===== src/rtl/hdf_pkg.sv =====
// ----------------------------------------------------------------------------
// hdf_pkg
// Shared types, constants and the hex digit lookup for the hex dump formatter.
// ----------------------------------------------------------------------------
package hdf_pkg;

	// Address width kept in the address counter (16..32)
	localparam int ADDR_BITS   = 32;
	// Printed address is always this many hex digits
	localparam int DUMP_DIGITS = 8;
	localparam int DIG_BITS    = $clog2(DUMP_DIGITS);
	localparam int WORD_BITS   = 4 * DUMP_DIGITS;

	// Queue between classifier and sequencer
	localparam int QUEUE_DEPTH = 4;
	localparam int QPTR_BITS   = $clog2(QUEUE_DEPTH);

	// Spaces of padding: three per skipped byte position, at most 45
	localparam int SPC_BITS    = 6;

	// ASCII codes
	localparam logic [6:0] CH_ZERO  = 7'h30;
	localparam logic [6:0] CH_X     = 7'h78;
	localparam logic [6:0] CH_COLON = 7'h3a;
	localparam logic [6:0] CH_SPACE = 7'h20;
	localparam logic [6:0] CH_A_LC  = 7'h61;

	// One classified item, as handed from front to back
	typedef struct packed {
		logic                 hdr;      // open a new line before this byte
		logic [ADDR_BITS-1:0] addr;     // address of this byte
		logic [7:0]           data;
		logic                 eol;      // this byte closes its line
		logic                 eod;      // this byte closes the dump
	} hdf_cmd_t;

	// Queue status seen by both sides
	typedef struct packed {
		logic valid;   // head entry present
		logic full;
	} hdf_qstat_t;

	// Character sequencer states
	typedef enum logic [3:0] {
		ST_IDLE,
		ST_ZERO,
		ST_X,
		ST_ADDR,
		ST_COLON,
		ST_PAD,
		ST_SPACE,
		ST_HI,
		ST_LO
	} hdf_state_t;

	// Lowercase hex digit for one nibble
	function automatic logic [6:0] hex_char(input logic [3:0] nib);
		logic [6:0] c;
		if (nib < 4'd10) begin
			c = CH_ZERO + {3'b000, nib};
		end else begin
			c = CH_A_LC + {3'b000, nib - 4'd10};
		end
		return c;
	endfunction

endpackage


===== src/rtl/hex_dump_line_formatter.sv =====
// An item's first character passes the command queue, sequencer state and output register.
// One character per cycle from the back sequencer while out_stall is low. A byte in a line
// gives space and two hex digits, after 0x, address, colon and padding if it opens a line.
// The input side takes a new item every cycle until the 4-entry command queue is full.
// Reset (arst_n low, asynchronous): queue empty, no output valid, address 0, no line open.
// ----------------------------------------------------------------------------
// hex_dump_line_formatter
// Turns a byte stream into hex-dump text: a front classifier, a command queue
// and a character sequencer with a registered output.
// ----------------------------------------------------------------------------
module hex_dump_line_formatter import hdf_pkg::*; (
	input  logic        clk,
	input  logic        arst_n,
	input  logic        in_valid,
	output logic        in_stall,
	input  logic [7:0]  data_byte,
	input  logic [31:0] start_address,
	input  logic        first_byte,
	input  logic        last_byte,
	output logic        out_valid,
	input  logic        out_stall,
	output logic [6:0]  character,
	output logic        end_of_line,
	output logic        end_of_dump
);

	hdf_qstat_t qstat;
	hdf_cmd_t   push_cmd;
	hdf_cmd_t   head_cmd;
	logic       push;
	logic       pop;

	// Classifier
	hdf_front u_front (
		.clk           (clk),
		.arst_n        (arst_n),
		.in_valid      (in_valid),
		.in_stall      (in_stall),
		.data_byte     (data_byte),
		.start_address (start_address),
		.first_byte    (first_byte),
		.last_byte     (last_byte),
		.qstat         (qstat),
		.push          (push),
		.push_cmd      (push_cmd)
	);

	// Command queue
	hdf_queue u_queue (
		.clk      (clk),
		.arst_n   (arst_n),
		.push     (push),
		.push_cmd (push_cmd),
		.pop      (pop),
		.head_cmd (head_cmd),
		.qstat    (qstat)
	);

	// Character sequencer
	hdf_back u_back (
		.clk         (clk),
		.arst_n      (arst_n),
		.head_cmd    (head_cmd),
		.qstat       (qstat),
		.pop         (pop),
		.out_valid   (out_valid),
		.out_stall   (out_stall),
		.character   (character),
		.end_of_line (end_of_line),
		.end_of_dump (end_of_dump)
	);

endmodule


===== src/rtl/hdf_front.sv =====
// ----------------------------------------------------------------------------
// hdf_front
// Accepts input items, tracks the running address and line state, and turns
// each item into a command for the character sequencer.
// ----------------------------------------------------------------------------
module hdf_front import hdf_pkg::*; (
	input  logic        clk,
	input  logic        arst_n,
	input  logic        in_valid,
	output logic        in_stall,
	input  logic [7:0]  data_byte,
	input  logic [31:0] start_address,
	input  logic        first_byte,
	input  logic        last_byte,
	input  hdf_qstat_t  qstat,
	output logic        push,
	output hdf_cmd_t    push_cmd
);

	logic [ADDR_BITS-1:0] cur_addr_q;
	logic                 line_open_q;
	logic [ADDR_BITS-1:0] addr_eff;
	logic                 open_eff;

	// Accept whenever the queue has room
	assign in_stall = qstat.full;
	assign push     = in_valid && !qstat.full;

	// A first byte restarts the address and drops any open line
	assign addr_eff = first_byte ? start_address[ADDR_BITS-1:0] : cur_addr_q;
	assign open_eff = first_byte ? 1'b0 : line_open_q;

	// Classify the item
	always_comb begin
		push_cmd.hdr  = !open_eff;
		push_cmd.addr = addr_eff;
		push_cmd.data = data_byte;
		push_cmd.eol  = last_byte || (addr_eff[3:0] == 4'hf);
		push_cmd.eod  = last_byte;
	end

	// Running address and line state
	always_ff @(posedge clk or negedge arst_n) begin
		if (!arst_n) begin
			cur_addr_q  <= '0;
			line_open_q <= 1'b0;
		end else if (push) begin
			cur_addr_q  <= addr_eff + 1'b1;
			line_open_q <= !push_cmd.eol;
		end
	end

endmodule


===== src/rtl/hdf_queue.sv =====
// ----------------------------------------------------------------------------
// hdf_queue
// Short command queue that decouples the classifier from the sequencer.
// ----------------------------------------------------------------------------
module hdf_queue import hdf_pkg::*; (
	input  logic       clk,
	input  logic       arst_n,
	input  logic       push,
	input  hdf_cmd_t   push_cmd,
	input  logic       pop,
	output hdf_cmd_t   head_cmd,
	output hdf_qstat_t qstat
);

	hdf_cmd_t             mem_q [QUEUE_DEPTH];
	logic [QPTR_BITS-1:0] wr_ptr_q;
	logic [QPTR_BITS-1:0] rd_ptr_q;
	logic [QPTR_BITS:0]   count_q;

	assign qstat.valid = (count_q != '0);
	assign qstat.full  = (count_q == (QPTR_BITS+1)'(QUEUE_DEPTH));
	assign head_cmd    = mem_q[rd_ptr_q];

	// Entry storage
	always_ff @(posedge clk) begin
		if (push) begin
			mem_q[wr_ptr_q] <= push_cmd;
		end
	end

	// Pointers and fill count
	always_ff @(posedge clk or negedge arst_n) begin
		if (!arst_n) begin
			wr_ptr_q <= '0;
			rd_ptr_q <= '0;
			count_q  <= '0;
		end else begin
			if (push) begin
				wr_ptr_q <= wr_ptr_q + 1'b1;
			end
			if (pop) begin
				rd_ptr_q <= rd_ptr_q + 1'b1;
			end
			case ({push, pop})
				2'b10:   count_q <= count_q + 1'b1;
				2'b01:   count_q <= count_q - 1'b1;
				default: count_q <= count_q;
			endcase
		end
	end

endmodule


===== src/rtl/hdf_back.sv =====
// ----------------------------------------------------------------------------
// hdf_back
// Character sequencer: expands one command into any header, padding and hex
// characters, one per cycle unless stalled, into a registered output stage.
// ----------------------------------------------------------------------------
module hdf_back import hdf_pkg::*; (
	input  logic       clk,
	input  logic       arst_n,
	input  hdf_cmd_t   head_cmd,
	input  hdf_qstat_t qstat,
	output logic       pop,
	output logic       out_valid,
	input  logic       out_stall,
	output logic [6:0] character,
	output logic       end_of_line,
	output logic       end_of_dump
);

	hdf_state_t           state_q, state_d;
	logic [ADDR_BITS-1:0] addr_q;
	logic [7:0]           data_q;
	logic                 eol_q;
	logic                 eod_q;
	logic [DIG_BITS-1:0]  dig_q;
	logic [SPC_BITS-1:0]  spc_q;
	logic                 out_valid_q;
	logic [6:0]           char_q;
	logic                 out_eol_q;
	logic                 out_eod_q;

	logic                 adv;
	logic                 emit;
	logic [6:0]           char_d;
	logic                 eol_d;
	logic                 eod_d;
	logic [WORD_BITS-1:0] base_word;
	logic [3:0]           addr_nib;
	logic [3:0]           head_pad;
	logic [SPC_BITS-1:0]  head_spc;

	// Output register free or being drained
	assign adv  = !out_valid_q || !out_stall;
	assign emit = adv && (state_q != ST_IDLE);

	// Aligned line address, zero-extended to the printed width
	assign base_word = WORD_BITS'(addr_q) & ~WORD_BITS'(4'hf);
	assign addr_nib  = base_word[{dig_q, 2'b00} +: 4];

	// Three spaces per skipped position
	assign head_pad = head_cmd.addr[3:0];
	assign head_spc = ({2'b00, head_pad} << 1) + {2'b00, head_pad};

	// State register
	always_ff @(posedge clk or negedge arst_n) begin
		if (!arst_n) begin
			state_q <= ST_IDLE;
		end else begin
			state_q <= state_d;
		end
	end

	// Next state, character and queue pop
	always_comb begin
		hdf_state_t nxt;
		nxt    = state_q;
		char_d = CH_SPACE;
		eol_d  = 1'b0;
		eod_d  = 1'b0;
		unique case (state_q)
			ST_IDLE: begin
				nxt = ST_IDLE;
			end
			ST_ZERO: begin
				char_d = CH_ZERO;
				nxt    = ST_X;
			end
			ST_X: begin
				char_d = CH_X;
				nxt    = ST_ADDR;
			end
			ST_ADDR: begin
				char_d = hex_char(addr_nib);
				nxt    = (dig_q == '0) ? ST_COLON : ST_ADDR;
			end
			ST_COLON: begin
				char_d = CH_COLON;
				nxt    = (spc_q != '0) ? ST_PAD : ST_SPACE;
			end
			ST_PAD: begin
				char_d = CH_SPACE;
				nxt    = (spc_q == SPC_BITS'(1)) ? ST_SPACE : ST_PAD;
			end
			ST_SPACE: begin
				char_d = CH_SPACE;
				nxt    = ST_HI;
			end
			ST_HI: begin
				char_d = hex_char(data_q[7:4]);
				nxt    = ST_LO;
			end
			ST_LO: begin
				char_d = hex_char(data_q[3:0]);
				eol_d  = eol_q;
				eod_d  = eod_q;
				nxt    = ST_IDLE;
			end
			default: begin
				nxt = ST_IDLE;
			end
		endcase

		state_d = emit ? nxt : state_q;

		// Take the next command when idle or on the last character of this one
		pop = qstat.valid && ((state_q == ST_IDLE) || (emit && (state_q == ST_LO)));
		if (pop) begin
			state_d = head_cmd.hdr ? ST_ZERO : ST_SPACE;
		end
	end

	// Command fields and counters
	always_ff @(posedge clk) begin
		if (pop) begin
			addr_q <= head_cmd.addr;
			data_q <= head_cmd.data;
			eol_q  <= head_cmd.eol;
			eod_q  <= head_cmd.eod;
			dig_q  <= DIG_BITS'(DUMP_DIGITS - 1);
			spc_q  <= head_spc;
		end else if (emit) begin
			if (state_q == ST_ADDR) begin
				dig_q <= dig_q - 1'b1;
			end
			if (state_q == ST_PAD) begin
				spc_q <= spc_q - 1'b1;
			end
		end
	end

	// Output valid
	always_ff @(posedge clk or negedge arst_n) begin
		if (!arst_n) begin
			out_valid_q <= 1'b0;
		end else if (adv) begin
			out_valid_q <= emit;
		end
	end

	// Output payload
	always_ff @(posedge clk) begin
		if (emit) begin
			char_q    <= char_d;
			out_eol_q <= eol_d;
			out_eod_q <= eod_d;
		end
	end

	assign out_valid   = out_valid_q;
	assign character   = char_q;
	assign end_of_line = out_eol_q;
	assign end_of_dump = out_eod_q;

endmodule


===== config.mk =====
export PLATFORM = sky130hd
export DESIGN_NAME = hex_dump_line_formatter
export DESIGN_NICKNAME = d
export VERILOG_FILES = /design/src/rtl/hdf_pkg.sv /design/src/rtl/hex_dump_line_formatter.sv /design/src/rtl/hdf_front.sv /design/src/rtl/hdf_queue.sv /design/src/rtl/hdf_back.sv
export SDC_FILE = /design/constraint.sdc
export NUM_CORES = 1
export LEC_CHECK = 0
export BUFFER_PORTS_ARGS = -buffer_cell sky130_fd_sc_hd__buf_2
export CORE_MARGIN = 2
export CORE_UTILIZATION = 64
export CTS_BUF_LIST = sky130_fd_sc_hd__clkbuf_4 sky130_fd_sc_hd__clkbuf_8
export DETAILED_ROUTE_END_ITERATION = 7
export PLACE_DENSITY_LB_ADDON = 0.3
export SYNTH_ARGS = -nofsm -noshare
export SYNTH_HDL_FRONTEND = slang
export SYNTH_SLANG_ARGS = --single-unit

===== constraint.sdc =====
create_clock -name clk -period 3.6 [get_ports clk]
set_input_delay 1.08 -clock clk [delete_from_list [all_inputs] [get_ports clk]]
set_output_delay 1.08 -clock clk [all_outputs]
set_load 0.01 [all_outputs]

==> qor.json, run 1 <==
{
  "maxClockFrequency": {"value": 0.343, "unit": "GHz"},
  "floorplan.initialDensity": {"value": 65.4, "unit": "%"},
  "dpl_cell_area": {"value": 12900, "unit": "um2"},
  "ant_nets": {"value": 0},
  "post_cts.resized_instances": {"value": 0},
  "hp-class": {"value": "primary input to asynchronous set/reset pin"},
  "fp.dieArea": {"value": 20300, "unit": "um2"},
  "first_pass_grt_wire_length": {"value": 39.7, "unit": "mm"},
  "max-cap-violations": {"value": 0},
  "slew-limit-headroom": {"value": 46.0, "unit": "%"},
  "power-per-cell-area": {"value": 830, "unit": "nW/um2"},
  "share_of_the_synthesized_area_in_the_top_cell_type": {"value": 54.8, "unit": "%"},
  "drt_iter0_markers": {"value": 608},
  "synth_common_cells": {"value": "sky130_fd_sc_hd__edfxtp_1, sky130_fd_sc_hd__nand2_1, sky130_fd_sc_hd__dfrtp_1, sky130_fd_sc_hd__mux4_2, sky130_fd_sc_hd__o21ai_0"},
  "seq_power_share": {"value": 45.9, "unit": "%"},
  "finalSetupViolCount": {"value": 0},
  "crit_required": {"value": 2.52, "unit": "ns"},
  "synth.largest_area_cell": {"value": "sky130_fd_sc_hd__edfxtp_1"},
  "syn-mean-instance-area": {"value": 14.6, "unit": "um2"},
  "layout.cell_area.non_filler": {"value": 13800, "unit": "um2"},
  "arrival_worst_endpoint": {"value": 1.84, "unit": "ns"},
  "cp_cell_sequence": {"value": "nor3b_1 > buf_2"},
  "setup.worst_path.start": {"value": "u_queue.count_q[0]$_DFFE_PN0P_"},
  "status": {"value": "finished clean"},
  "core": {"value": 18800, "unit": "um2"},
  "wl": {"value": 25.0, "unit": "mm"},
  "insertedDiodeCount": {"value": 0},
  "yosys.cell_types.count": {"value": 65},
  "power.switching_fraction": {"value": 33.1, "unit": "%"},
  "final_max_slew_viol_count": {"value": 0},
  "htree_num_levels": {"value": 2},
  "clock_tree.buffer_depth": {"value": 3},
  "holdBufCountCts": {"value": 0},
  "min_period_over_period": {"value": 81.0, "unit": "%"},
  "finalHoldViolations": {"value": 0},
  "grt_antenna_before_repair": {"value": 0},
  "total_vias_in_the_final_route": {"value": 7441},
  "cp-end-kind": {"value": "output pin"},
  "top_level_ports": {"value": 57},
  "critical_path.startpoint_type": {"value": "flop"},
  "placement.io_buffers": {"value": 55},
  "grt_start_max_net_pins": {"value": 47},
  "cpPeakStageDelay": {"value": 0.60, "unit": "ns"},
  "count_of_synthesis_stage_warnings_from_yosys": {"value": 0},
  "comb_power_share": {"value": 32.0, "unit": "%"},
  "slowest_stage_cell_on_the_critical_path": {"value": "sky130_fd_sc_hd__nor3b_1"},
  "post_route_cells_drive_above_1_share": {"value": 24.7, "unit": "%"},
  "dp_worst_setup_slack": {"value": 0.228, "unit": "ns"},
  "ctsRootBufferMaster": {"value": "sky130_fd_sc_hd__clkbuf_8"},
  "cp_max_fo": {"value": 5},
  "final_core_util": {"value": 73.3, "unit": "%"},
  "syn-cell-area": {"value": 12300, "unit": "um2"},
  "clkTransAtPathRegs": {"value": 0.06, "unit": "ns"},
  "cts.repair_timing.setup_buffer_count": {"value": 0},
  "detailedRoute.firstPassIterationCount": {"value": 5},
  "synthTopCellsByArea": {"value": "sky130_fd_sc_hd__edfxtp_1, sky130_fd_sc_hd__dfrtp_1, sky130_fd_sc_hd__mux4_2"},
  "dp_hpwl": {"value": 16.8, "unit": "mm"},
  "ys_seq_elements": {"value": 272},
  "p_clk_share": {"value": 22.1, "unit": "%"},
  "power.static_leakage": {"value": 5.06, "unit": "nW"},
  "synth.net_count": {"value": 909},
  "ir_worst_vdd": {"value": 0.537, "unit": "mV"},
  "global_route.usage.total": {"value": 25.7, "unit": "%"},
  "reg2reg_from": {"value": "u_back.dig_q[1]$_SDFFE_PN1P_"},
  "wl_per_cell": {"value": 21.0, "unit": "um"},
  "ys_seq_area_share": {"value": 64.5, "unit": "%"},
  "die_height": {"value": 142, "unit": "um"},
  "clock-sinks": {"value": 272},
  "synth.most_common_cell": {"value": "sky130_fd_sc_hd__edfxtp_1"},
  "grt_overflow": {"value": 0},
  "setup-tns-final": {"value": 0, "unit": "ns"},
  "p_int": {"value": 7.64, "unit": "mW"},
  "share_of_async_settable_or_async_resettable_flops_after_synthesis": {"value": 16.5, "unit": "%"},
  "synth-edff-count": {"value": 224},
  "fin_worst_skew": {"value": 0.0196, "unit": "ns"},
  "synth-main-ff-cell": {"value": "sky130_fd_sc_hd__edfxtp_1"},
  "clk-insertion-delay-late": {"value": 0.55, "unit": "ns"},
  "layout_min_cycle_time": {"value": 2.92, "unit": "ns"},
  "grt_pass1_vias": {"value": 7594},
  "rd_place_congestion": {"value": 0.908},
  "layout_setup_ws": {"value": 0.683, "unit": "ns"},
  "area.growth.synth_to_final": {"value": 12.1, "unit": "%"},
  "switchingPower": {"value": 3.78, "unit": "mW"},
  "r2r_cells": {"value": 8},
  "tritoncts.num_buffers": {"value": 43},
  "rsz0062_at_grt": {"value": "false"},
  "worst-slew-pin-transition": {"value": 0.810, "unit": "ns"},
  "viasPerCell": {"value": 6.26},
  "netlist_instances": {"value": 838},
  "cts_tree": {"value": "done"},
  "finalNetCount": {"value": 991},
  "die_width": {"value": 142, "unit": "um"},
  "criticalPathCategory": {"value": "flop to output pin"},
  "drc_errors": {"value": 0},
  "row_count": {"value": 50}
}
logic make-up after synthesis:
| logic type | count (synthesis) | synth area share [%] |
|---|---|---|
| other | 1 | 0.0306 |
| buffers and inverters | 77 | 2.55 |
| DFF | 272 | 64.5 |
| adders and majority gates | 25 | 2.67 |
| AOI/OAI and AO/OA | 130 | 6.80 |
| xor gates and xnor gates | 38 | 2.71 |
| and+or+nand+nor | 208 | 8.79 |
| muxes | 87 | 12.0 |
through the flow:
step / hold slack (ns) / total power, mW / cells
after floorplan: 0.448 / 7.79 / 838
after global placement: 0.468 / 8.68 / 1109
after detailed placement: 0.476 / 8.95 / 1109
after CTS: 0.407 / 11.5 / 1188
after global routing: 0.422 / 12.1 / 1188
final: 0.420 / 11.4 / 1188
critical path: cells and delay by family, from the launching register on:
| kind | cells | cell delay (ns) |
|---|---|---|
| buf+inv | 1 | 0.25 |
| flops | 1 | 0.44 |
| simple gates | 1 | 0.60 |
area by class of cell:
type	instances	area (um2)
clock buffer	66	783
inverter	40	150
sequential	272	7910
fill	1171	5010
clock inverter	13	62.6
tap	234	293
multi-input combinational	489	4070
timing repair buffer	74	493
layout by cell type, fill, tap and decap left out, types with 12 or more instances in the layout:
master,count
sky130_fd_sc_hd__a21oi_1,21
sky130_fd_sc_hd__buf_2,55
sky130_fd_sc_hd__buf_4,13
sky130_fd_sc_hd__clkbuf_4,20
sky130_fd_sc_hd__clkbuf_8,46
sky130_fd_sc_hd__dfrtp_1,44
sky130_fd_sc_hd__edfxtp_1,224
sky130_fd_sc_hd__ha_1,23
sky130_fd_sc_hd__inv_1,39
sky130_fd_sc_hd__mux2_2,29
sky130_fd_sc_hd__mux2i_1,13
sky130_fd_sc_hd__mux4_2,45
sky130_fd_sc_hd__nand2_1,79
sky130_fd_sc_hd__nand3_1,23
sky130_fd_sc_hd__nand4_1,12
sky130_fd_sc_hd__nor2_1,21
sky130_fd_sc_hd__o21ai_0,42
sky130_fd_sc_hd__xnor2_1,20
sky130_fd_sc_hd__xor2_1,18
sequential cells by signal, summed over array words and instances (netlist names), 3 cells and up:
register	count
u_queue.mem_q	172
u_front.cur_addr_q	32
u_back.addr_q	28
u_back.data_q	8
u_back.character	6
u_back.spc_q	6
u_back.state_q	4
u_back.dig_q	3
u_queue.count_q	3
power groups by stage:
stage | clock [mW] | combinational [mW] | sequential, mW
final | 2.53 | 3.65 | 5.25
after global routing | 2.72 | 4.04 | 5.35
after CTS | 2.58 | 3.67 | 5.24
after detailed placement | 0 | 3.65 | 5.29
after global placement | 0 | 3.45 | 5.22
after floorplan | 0 | 2.72 | 5.07
path summary, 6_finish.rpt:
| kind | end | slack (ns) |
|---|---|---|
| worst max-delay path | in_stall | 0.68 |
| worst min-delay path | u_queue.count_q[0]$_DFFE_PN0P_ | 0.42 |
| worst max register to register | u_back.character[2]$_DFFE_PP_ | 0.85 |
| worst min register to register | u_front.cur_addr_q[17]$_DFFE_PN0P_ | 0.49 |
| max in group asynchronous | u_queue.rd_ptr_q[0]$_DFFE_PN0N_ | 2.64 |
| min in group clk | u_front.cur_addr_q[17]$_DFFE_PN0P_ | 0.49 |
per-layer routing:
metal / wire length [um] / GRT usage, % / vias up
li1: - / - / 3386
met4: 466 / 7.14 / 0
met1: 10700 / 37.1 / 3718
met3: 1600 / 4.68 / 49
met2: 12100 / 41.2 / 288
met5: 0 / 0 / -
(Power assumes the default switching activity.)
==> run 2, diff against run 1 <==
--- a/config.mk
+++ b/config.mk
@@ -7,7 +7,7 @@
 export LEC_CHECK = 0
 export BUFFER_PORTS_ARGS = -buffer_cell sky130_fd_sc_hd__buf_2
 export CORE_MARGIN = 2
-export CORE_UTILIZATION = 64
+export CORE_UTILIZATION = 58
 export CTS_BUF_LIST = sky130_fd_sc_hd__clkbuf_4 sky130_fd_sc_hd__clkbuf_8
 export DETAILED_ROUTE_END_ITERATION = 7
 export PLACE_DENSITY_LB_ADDON = 0.3
==> constraint.sdc (replaced) <==
create_clock -name clk -period 2.5 [get_ports clk]
set_input_delay 0.75 -clock clk [delete_from_list [all_inputs] [get_ports clk]]
set_output_delay 0.75 -clock clk [all_outputs]
set_load 0.01 [all_outputs]
==> run 2 against run 1 <==
Register-to-register slack lost 0.67 ns. Critical path depth is 5 higher. Flip-flop and latch count is the same. Non-clock buffer count increased by 60. Count of clock-buffer cells in the layout fell by 9. Clock skew is essentially flat.
==> qor.json, run 2 (same netlist as run 1, synthesis figures left out) <==
{
  "post_cts.resized_instances": {"value": 0, "change": "unchanged"},
  "layout_min_cycle_time": {"value": 2.32, "unit": "ns"},
  "total_vias_in_the_final_route": {"value": 7422, "change": "-0.26%"},
  "area.growth.synth_to_final": {"value": 17.5, "unit": "%"},
  "grt_pass1_vias": {"value": 7527, "change": "-0.88%"},
  "global_route.usage.total": {"value": 23.1, "unit": "%", "change": "-2.7 points"},
  "dpl_cell_area": {"value": 13500, "unit": "um2", "change": "+4.9%"},
  "cts_tree": {"value": "done"},
  "timing.reg2reg.setup_slack": {"value": 0.18, "unit": "ns", "change": "-0.67 ns"},
  "finalSetupViolCount": {"value": 0, "change": "unchanged"},
  "max-cap-violations": {"value": 0, "change": "unchanged"},
  "row_count": {"value": 53, "change": "+6.0%"},
  "finalNetCount": {"value": 1049, "change": "+5.9%"},
  "die_height": {"value": 149, "unit": "um", "change": "+4.9%"},
  "core": {"value": 20900, "unit": "um2", "change": "+11%"},
  "worstReg2RegEnd": {"value": "u_back.spc_q[4]$_DFFE_PP_"},
  "critical_path.startpoint_type": {"value": "flop"},
  "insertedDiodeCount": {"value": 0, "change": "unchanged"},
  "post_route_cells_drive_above_1_share": {"value": 30.1, "unit": "%", "change": "+5.4 points"},
  "layout_top_registers": {"value": "u_queue.mem_q: 172 flops, u_front.cur_addr_q: 32 flops, u_back.addr_q: 28 flops"},
  "wl": {"value": 24.5, "unit": "mm", "change": "-1.9%"},
  "ctsRootBufferMaster": {"value": "sky130_fd_sc_hd__clkbuf_8"},
  "holdBufCountCts": {"value": 0, "change": "unchanged"},
  "largest_reg_flops": {"value": 172, "change": "unchanged"},
  "finalHoldViolations": {"value": 0, "change": "unchanged"},
  "maxClockFrequency": {"value": 0.430, "unit": "GHz"},
  "ant_nets": {"value": 0, "change": "unchanged"},
  "status": {"value": "finished clean"},
  "fillers": {"value": 1388, "change": "+19%"},
  "drc_errors": {"value": 0, "change": "unchanged"},
  "layout.cell_area.non_filler": {"value": 14400, "unit": "um2", "change": "+4.8%"},
  "htree_num_levels": {"value": 2, "change": "unchanged"},
  "floorplan.initialDensity": {"value": 58.8, "unit": "%", "change": "-6.6 points"},
  "grt_overflow": {"value": 0, "change": "unchanged"},
  "cp-end-kind": {"value": "flop"},
  "grt_most_used_layer": {"value": "met2"},
  "power-per-cell-area": {"value": 1180, "unit": "nW/um2", "change": "+42%"},
  "max_flop_register": {"value": "u_queue.mem_q"},
  "min_period_over_period": {"value": 92.9, "unit": "%"},
  "fp.dieArea": {"value": 22300, "unit": "um2", "change": "+10%"},
  "hp-class": {"value": "primary input to asynchronous set/reset pin"},
  "power.static_leakage": {"value": 5.38, "unit": "nW", "change": "+6.4%"},
  "rsz0062_at_grt": {"value": "false"},
  "grt_util_met1": {"value": 32.6, "unit": "%", "change": "-4.5 points"},
  "dp_hpwl": {"value": 17.3, "unit": "mm", "change": "+3.0%"},
  "grt_start_max_net_pins": {"value": 44, "change": "-6.4%"},
  "clock_tree.buffer_depth": {"value": 3, "change": "unchanged"},
  "die_width": {"value": 149, "unit": "um", "change": "+4.9%"},
  "reg2reg_from": {"value": "u_queue.rd_ptr_q[0]$_DFFE_PN0N_"},
  "first_pass_grt_wire_length": {"value": 39.5, "unit": "mm", "change": "-0.56%"},
  "highest_count_cells_in_the_layout_ignoring_fill_and_taps": {"value": "sky130_fd_sc_hd__edfxtp_1, sky130_fd_sc_hd__nand2_1, sky130_fd_sc_hd__buf_4, sky130_fd_sc_hd__buf_2, sky130_fd_sc_hd__mux4_2"},
  "wl_per_cell": {"value": 19.1, "unit": "um", "change": "-9.3%"},
  "criticalPathCategory": {"value": "flop to flop"},
  "detailedRoute.firstPassIterationCount": {"value": 5, "change": "unchanged"},
  "arrival_worst_endpoint": {"value": 2.58, "unit": "ns", "change": "+0.74 ns"},
  "grt_use_met2": {"value": 37.9, "unit": "%", "change": "-3.3 points"},
  "r2r_cells": {"value": 7, "change": "-1"},
  "clock-sinks": {"value": 272, "change": "unchanged"},
  "top_level_ports": {"value": 57, "change": "unchanged"},
  "placement.io_buffers": {"value": 55, "change": "unchanged"},
  "final_max_slew_viol_count": {"value": 0, "change": "unchanged"},
  "layout.cells.most_common": {"value": "sky130_fd_sc_hd__edfxtp_1"},
  "ir_worst_vdd": {"value": 0.640, "unit": "mV", "change": "+19%"},
  "cp_max_fo": {"value": 5, "change": "unchanged"},
  "rd_place_congestion": {"value": 0.856, "change": "-5.7%"},
  "hold_ws": {"value": 0.197, "unit": "ns", "change": "-0.223 ns"},
  "worst-slew-pin-transition": {"value": 0.789, "unit": "ns", "change": "-0.0208 ns"},
  "grt_use_met3": {"value": 4.02, "unit": "%", "change": "-0.65 points"},
  "setup.worst_path.start": {"value": "u_queue.rd_ptr_q[0]$_DFFE_PN0N_"},
  "cts.repair_timing.setup_buffer_count": {"value": 0, "change": "unchanged"},
  "grt_antenna_before_repair": {"value": 0, "change": "unchanged"},
  "fin_worst_skew": {"value": 0.0195, "unit": "ns", "change": "-0.0000953 ns"},
  "slew-limit-headroom": {"value": 47.4, "unit": "%", "change": "+1.4 points"},
  "tritoncts.num_buffers": {"value": 41, "change": "-4.7%"},
  "clkTransAtPathRegs": {"value": 0.06, "unit": "ns", "change": "about the same"},
  "viasPerCell": {"value": 5.78, "change": "-7.8%"},
  "drt_iter0_markers": {"value": 475, "change": "-22%"},
  "clk-insertion-delay-late": {"value": 0.54, "unit": "ns", "change": "about the same"},
  "crit_required": {"value": 2.75, "unit": "ns", "change": "+0.23 ns"}
}
==> run 2: changes by cell type in the layout (fill, tap and decap cells not counted), sizes merged <==
cell / change
bufinv: +4
buf: +60
clkbuf: -9
inv: -1
clkinvlp: +2
==> run 2: worst max path at each step <==
stage / to / cells past startpoint
after detailed placement: u_front.cur_addr_q[24]$_DFFE_PN0P_ / 8
final: u_back.spc_q[4]$_DFFE_PP_ / 7
after global placement: u_front.cur_addr_q[27]$_DFFE_PN0P_ / 8
after floorplan: u_front.cur_addr_q[26]$_DFFE_PN0P_ / 13
after CTS: u_back.character[4]$_DFFE_PP_ / 9
after global routing: u_back.spc_q[4]$_DFFE_PP_ / 7
==> run 2: critical path, stage by stage (launching register included) <==
cell                      delay (ns)
sky130_fd_sc_hd__dfrtp_2        0.45
sky130_fd_sc_hd__mux4_2         0.59
sky130_fd_sc_hd__ha_1           0.32
sky130_fd_sc_hd__a21oi_1        0.12
sky130_fd_sc_hd__nor2_1         0.06
sky130_fd_sc_hd__or3_1          0.30
sky130_fd_sc_hd__nand3_1        0.09
sky130_fd_sc_hd__o21ai_0        0.10
==> run 2: stage by stage <==
stage	TNS (ns)	cells	util [%]	power (mW)	worst slack [ns]
after floorplan	-2.62	838	-	11.3	-0.272
after global placement	-0.114	1210	64.8	13.1	-0.0332
after detailed placement	-0.443	1210	64.8	13.3	-0.122
after CTS	0	1285	69.0	17.1	0.0784
after global routing	0	1285	69.0	18.0	0.0239
final	0	1285	69.0	17.0	0.177
==> run 2: layer usage <==
layer / share of wire, % / wire, um / vias to the layer above
li1: - / - / 3503
met1: 44 / 10800 / 3681
met2: 49 / 12100 / 206
met3: 5.4 / 1320 / 32
met4: 1.3 / 317 / 0
met5: 0 / 0 / -
==> run 2: layout make-up <==
cell class / count / area, um2 / share of cell area, %
clock buffer: 57 / 691 / 4.79
clock inverter: 18 / 186 / 1.29
inverter: 40 / 156 / 1.08
multi-input combinational: 489 / 4150 / 28.8
sequential: 272 / 7920 / 54.9
tap: 275 / 344 / 2.39
timing repair buffer: 134 / 981 / 6.80
==> run 2: power by group <==
| group | internal, mW | leakage [nW] | switching [mW] |
|---|---|---|---|
| Sequential | 6.76 | 2.63 | 0.714 |
| Clock | 2.21 | 0.458 | 1.64 |
| Combinational | 2.57 | 2.29 | 3.10 |
==> run 3, diff against run 2 <==
--- a/config.mk
+++ b/config.mk
@@ -5,11 +5,12 @@
 export SDC_FILE = /design/constraint.sdc
 export NUM_CORES = 1
 export LEC_CHECK = 0
-export BUFFER_PORTS_ARGS = -buffer_cell sky130_fd_sc_hd__buf_2
 export CORE_MARGIN = 2
-export CORE_UTILIZATION = 58
+export CORE_UTILIZATION = 60
 export CTS_BUF_LIST = sky130_fd_sc_hd__clkbuf_4 sky130_fd_sc_hd__clkbuf_8
 export DETAILED_ROUTE_END_ITERATION = 7
+export DONT_BUFFER_PORTS = 1
+export MAX_ROUTING_LAYER = met4
 export PLACE_DENSITY_LB_ADDON = 0.3
 export SYNTH_ARGS = -nofsm -noshare
 export SYNTH_HDL_FRONTEND = slang
==> run 3 against run 2 <==
Sequential share of layout area grew 2.4 points. Non-clock buffer count shrank 103. Flip-flop and latch count is the same. Global-route usage grew 2.5 points. Sequential power grew 1%. Clock power grew 6.2%. Fmax shrank 1.8%. Largest cell class unchanged. Register-to-register slack lost 0.02 ns.
==> qor.json, run 3 (same netlist as run 1, synthesis figures left out) <==
{
  "core": {"value": 20200, "unit": "um2", "change": "-3.4%"},
  "insertedDiodeCount": {"value": 0, "change": "unchanged"},
  "dp_worst_setup_slack": {"value": 0.0854, "unit": "ns", "change": "+0.208 ns"},
  "maxClockFrequency": {"value": 0.423, "unit": "GHz", "change": "-1.8%"},
  "rsz0062_at_grt": {"value": "false"},
  "row_count": {"value": 52, "change": "-1.9%"},
  "layout.cell_area.non_filler": {"value": 13800, "unit": "um2", "change": "-4.2%"},
  "post_route_cells_drive_above_1_share": {"value": 23.0, "unit": "%", "change": "-7.1 points"},
  "setup.worst_path.start": {"value": "u_queue.count_q[0]$_DFFE_PN0P_"},
  "finalSetupViolCount": {"value": 0, "change": "unchanged"},
  "dpl_cell_area": {"value": 12800, "unit": "um2", "change": "-5.3%"},
  "cp_max_fo": {"value": 5, "change": "unchanged"},
  "clock_tree.buffer_depth": {"value": 3, "change": "unchanged"},
  "grt_overflow": {"value": 0, "change": "unchanged"},
  "ir_worst_vdd": {"value": 0.687, "unit": "mV", "change": "+7.4%"},
  "r2r_cells": {"value": 8, "change": "+1"},
  "power.static_leakage": {"value": 4.97, "unit": "nW", "change": "-7.7%"},
  "finalNetCount": {"value": 949, "change": "-9.5%"},
  "crit_required": {"value": 1.75, "unit": "ns", "change": "-1.00 ns"},
  "worstReg2RegEnd": {"value": "u_back.character[2]$_DFFE_PP_"},
  "ctsRootBufferMaster": {"value": "sky130_fd_sc_hd__clkbuf_8"},
  "cts.repair_timing.setup_buffer_count": {"value": 0, "change": "unchanged"},
  "die_width": {"value": 147, "unit": "um", "change": "-1.6%"},
  "power-per-cell-area": {"value": 1240, "unit": "nW/um2", "change": "+4.9%"},
  "drc_errors": {"value": 0, "change": "unchanged"},
  "detailedRoute.firstPassIterationCount": {"value": 5, "change": "unchanged"},
  "ant_nets": {"value": 0, "change": "unchanged"},
  "first_pass_grt_wire_length": {"value": 41.3, "unit": "mm", "change": "+4.6%"},
  "area.growth.synth_to_final": {"value": 12.6, "unit": "%"},
  "layout_top_registers": {"value": "u_queue.mem_q: 172 flops, u_front.cur_addr_q: 32 flops, u_back.addr_q: 28 flops"},
  "sequential_cell_area": {"value": 7920, "unit": "um2", "change": "about the same"},
  "max_flop_register": {"value": "u_queue.mem_q"},
  "slew-limit-headroom": {"value": 46.1, "unit": "%", "change": "-1.3 points"},
  "worst-slew-pin-transition": {"value": 0.808, "unit": "ns", "change": "+0.0190 ns"},
  "criticalPathCategory": {"value": "flop to output pin"},
  "layout.cells.most_common": {"value": "sky130_fd_sc_hd__edfxtp_1"},
  "layout_min_cycle_time": {"value": 2.37, "unit": "ns", "change": "+0.0423 ns"},
  "wl": {"value": 25.8, "unit": "mm", "change": "+5.2%"},
  "reg2reg_from": {"value": "u_back.dig_q[1]$_SDFFE_PN1P_"},
  "cts_tree": {"value": "done"},
  "finalHoldViolations": {"value": 0, "change": "unchanged"},
  "critical_path.startpoint_type": {"value": "flop"},
  "htree_num_levels": {"value": 2, "change": "unchanged"},
  "grt_start_max_net_pins": {"value": 66, "change": "+50%"},
  "clk-insertion-delay-late": {"value": 0.54, "unit": "ns", "change": "about the same"},
  "highest_count_cells_in_the_layout_ignoring_fill_and_taps": {"value": "sky130_fd_sc_hd__edfxtp_1, sky130_fd_sc_hd__nand2_1, sky130_fd_sc_hd__mux4_2, sky130_fd_sc_hd__clkbuf_8, sky130_fd_sc_hd__dfrtp_1"},
  "total_vias_in_the_final_route": {"value": 7316, "change": "-1.4%"},
  "grt_antenna_before_repair": {"value": 0, "change": "unchanged"},
  "grt_pass1_vias": {"value": 7698, "change": "+2.3%"},
  "viasPerCell": {"value": 6.19, "change": "+7.2%"},
  "tritoncts.num_buffers": {"value": 44, "change": "+7.3%"},
  "arrival_worst_endpoint": {"value": 1.62, "unit": "ns", "change": "-0.96 ns"},
  "setup-tns-final": {"value": 0, "unit": "ns", "change": "unchanged"},
  "min_period_over_period": {"value": 94.6, "unit": "%", "change": "+1.7 points"},
  "finalPower": {"value": 17.1, "unit": "mW", "change": "+0.44%"},
  "timing.reg2reg.setup_slack": {"value": 0.16, "unit": "ns", "change": "-0.02 ns"},
  "wl_per_cell": {"value": 21.8, "unit": "um", "change": "+14%"},
  "rd_place_congestion": {"value": 0.925, "change": "+8.0%"},
  "fp.dieArea": {"value": 21600, "unit": "um2", "change": "-3.2%"},
  "die_height": {"value": 147, "unit": "um", "change": "-1.6%"},
  "cp-end-kind": {"value": "output pin"},
  "multiInputGateArea": {"value": 4150, "unit": "um2", "change": "+0.15%"},
  "fillers": {"value": 1303, "change": "-6.1%"},
  "clock-sinks": {"value": 272, "change": "unchanged"},
  "largest_reg_flops": {"value": 172, "change": "unchanged"},
  "global_route.usage.total": {"value": 25.5, "unit": "%", "change": "+2.5 points"},
  "fin_worst_skew": {"value": 0.0215, "unit": "ns", "change": "+0.00204 ns"},
  "placement.io_buffers": {"value": 0, "change": "-100%"},
  "layout_setup_ws": {"value": 0.134, "unit": "ns", "change": "-0.0423 ns"},
  "final_max_slew_viol_count": {"value": 0, "change": "unchanged"},
  "max-cap-violations": {"value": 0, "change": "unchanged"},
  "status": {"value": "finished clean"},
  "dp_hpwl": {"value": 17.0, "unit": "mm", "change": "-1.5%"},
  "hp-class": {"value": "primary input to asynchronous set/reset pin"},
  "clkTransAtPathRegs": {"value": 0.07, "unit": "ns", "change": "about the same"},
  "top_level_ports": {"value": 57, "change": "unchanged"},
  "floorplan.initialDensity": {"value": 60.8, "unit": "%", "change": "+2.1 points"},
  "drt_iter0_markers": {"value": 659, "change": "+39%"}
}
[run 3: cell count changes in the layout (fill, tap and decap cells not counted), sizes merged]
cell / delta
clkbuf: +8
clkinv: -3
buf: -103
[run 3: metal layers]
layer	vias up	global-route usage (%)	part of all wire, %
met3	52	5.43	6.8
met1	3679	32.9	41
met5	-	-	0
met4	0	8.56	2.2
met2	272	41.2	50
li1	3313	-	-
[run 3: how the worst max path moves through the flow]
| stage | cells past startpoint | endpoint | slack, ns |
|---|---|---|---|
| after detailed placement | 8 | u_back.character[4]$_DFFE_PP_ | 0.09 |
| after floorplan | 13 | u_front.cur_addr_q[26]$_DFFE_PN0P_ | -0.27 |
| after global placement | 6 | u_front.cur_addr_q[25]$_DFFE_PN0P_ | 0.17 |
| after CTS | 8 | u_back.character[4]$_DFFE_PP_ | 0.08 |
| final | 2 | in_stall | 0.13 |
| after global routing | 8 | u_back.character[2]$_DFFE_PP_ | 0.02 |
[run 3: final cells by class]
| type | instances | share of cell area (%) |
|---|---|---|
| clock inverter | 15 | 1.30 |
| multi-input combinational | 489 | 30.1 |
| clock buffer | 65 | 5.57 |
| inverter | 40 | 1.13 |
| sequential | 272 | 57.3 |
| tap | 270 | 2.45 |
| timing repair buffer | 31 | 2.19 |
[run 3: repair_timing]
item / 4_1_cts / 5_1_grt
hold buffers: 1 / 0
resized for setup: 0 / 2
setup endpoints to repair: 0 / 2
hold endpoints to repair: 45 / 0
[run 3: critical path, stage by stage (launching register included)]
cell	delay, ns
sky130_fd_sc_hd__dfrtp_1	0.47
sky130_fd_sc_hd__nor3b_2	0.40
sky130_fd_sc_hd__buf_4	0.21
[run 3: per-stage QoR]
step                      hold slack, ns  util (%)  std cells
after detailed placement           0.456      63.6       1101
final                             0.0661      68.5       1182
after CTS                         0.0466      68.5       1182
after floorplan                    0.448         -        838
after global placement             0.456      63.6       1101
after global routing              0.0636      68.5       1182
[run 3: power breakdown]
part / switching, mW / leakage (nW) / internal [mW]
Combinational: 3.11 / 1.83 / 2.31
Clock: 1.69 / 0.501 / 2.40
Sequential: 0.796 / 2.64 / 6.77
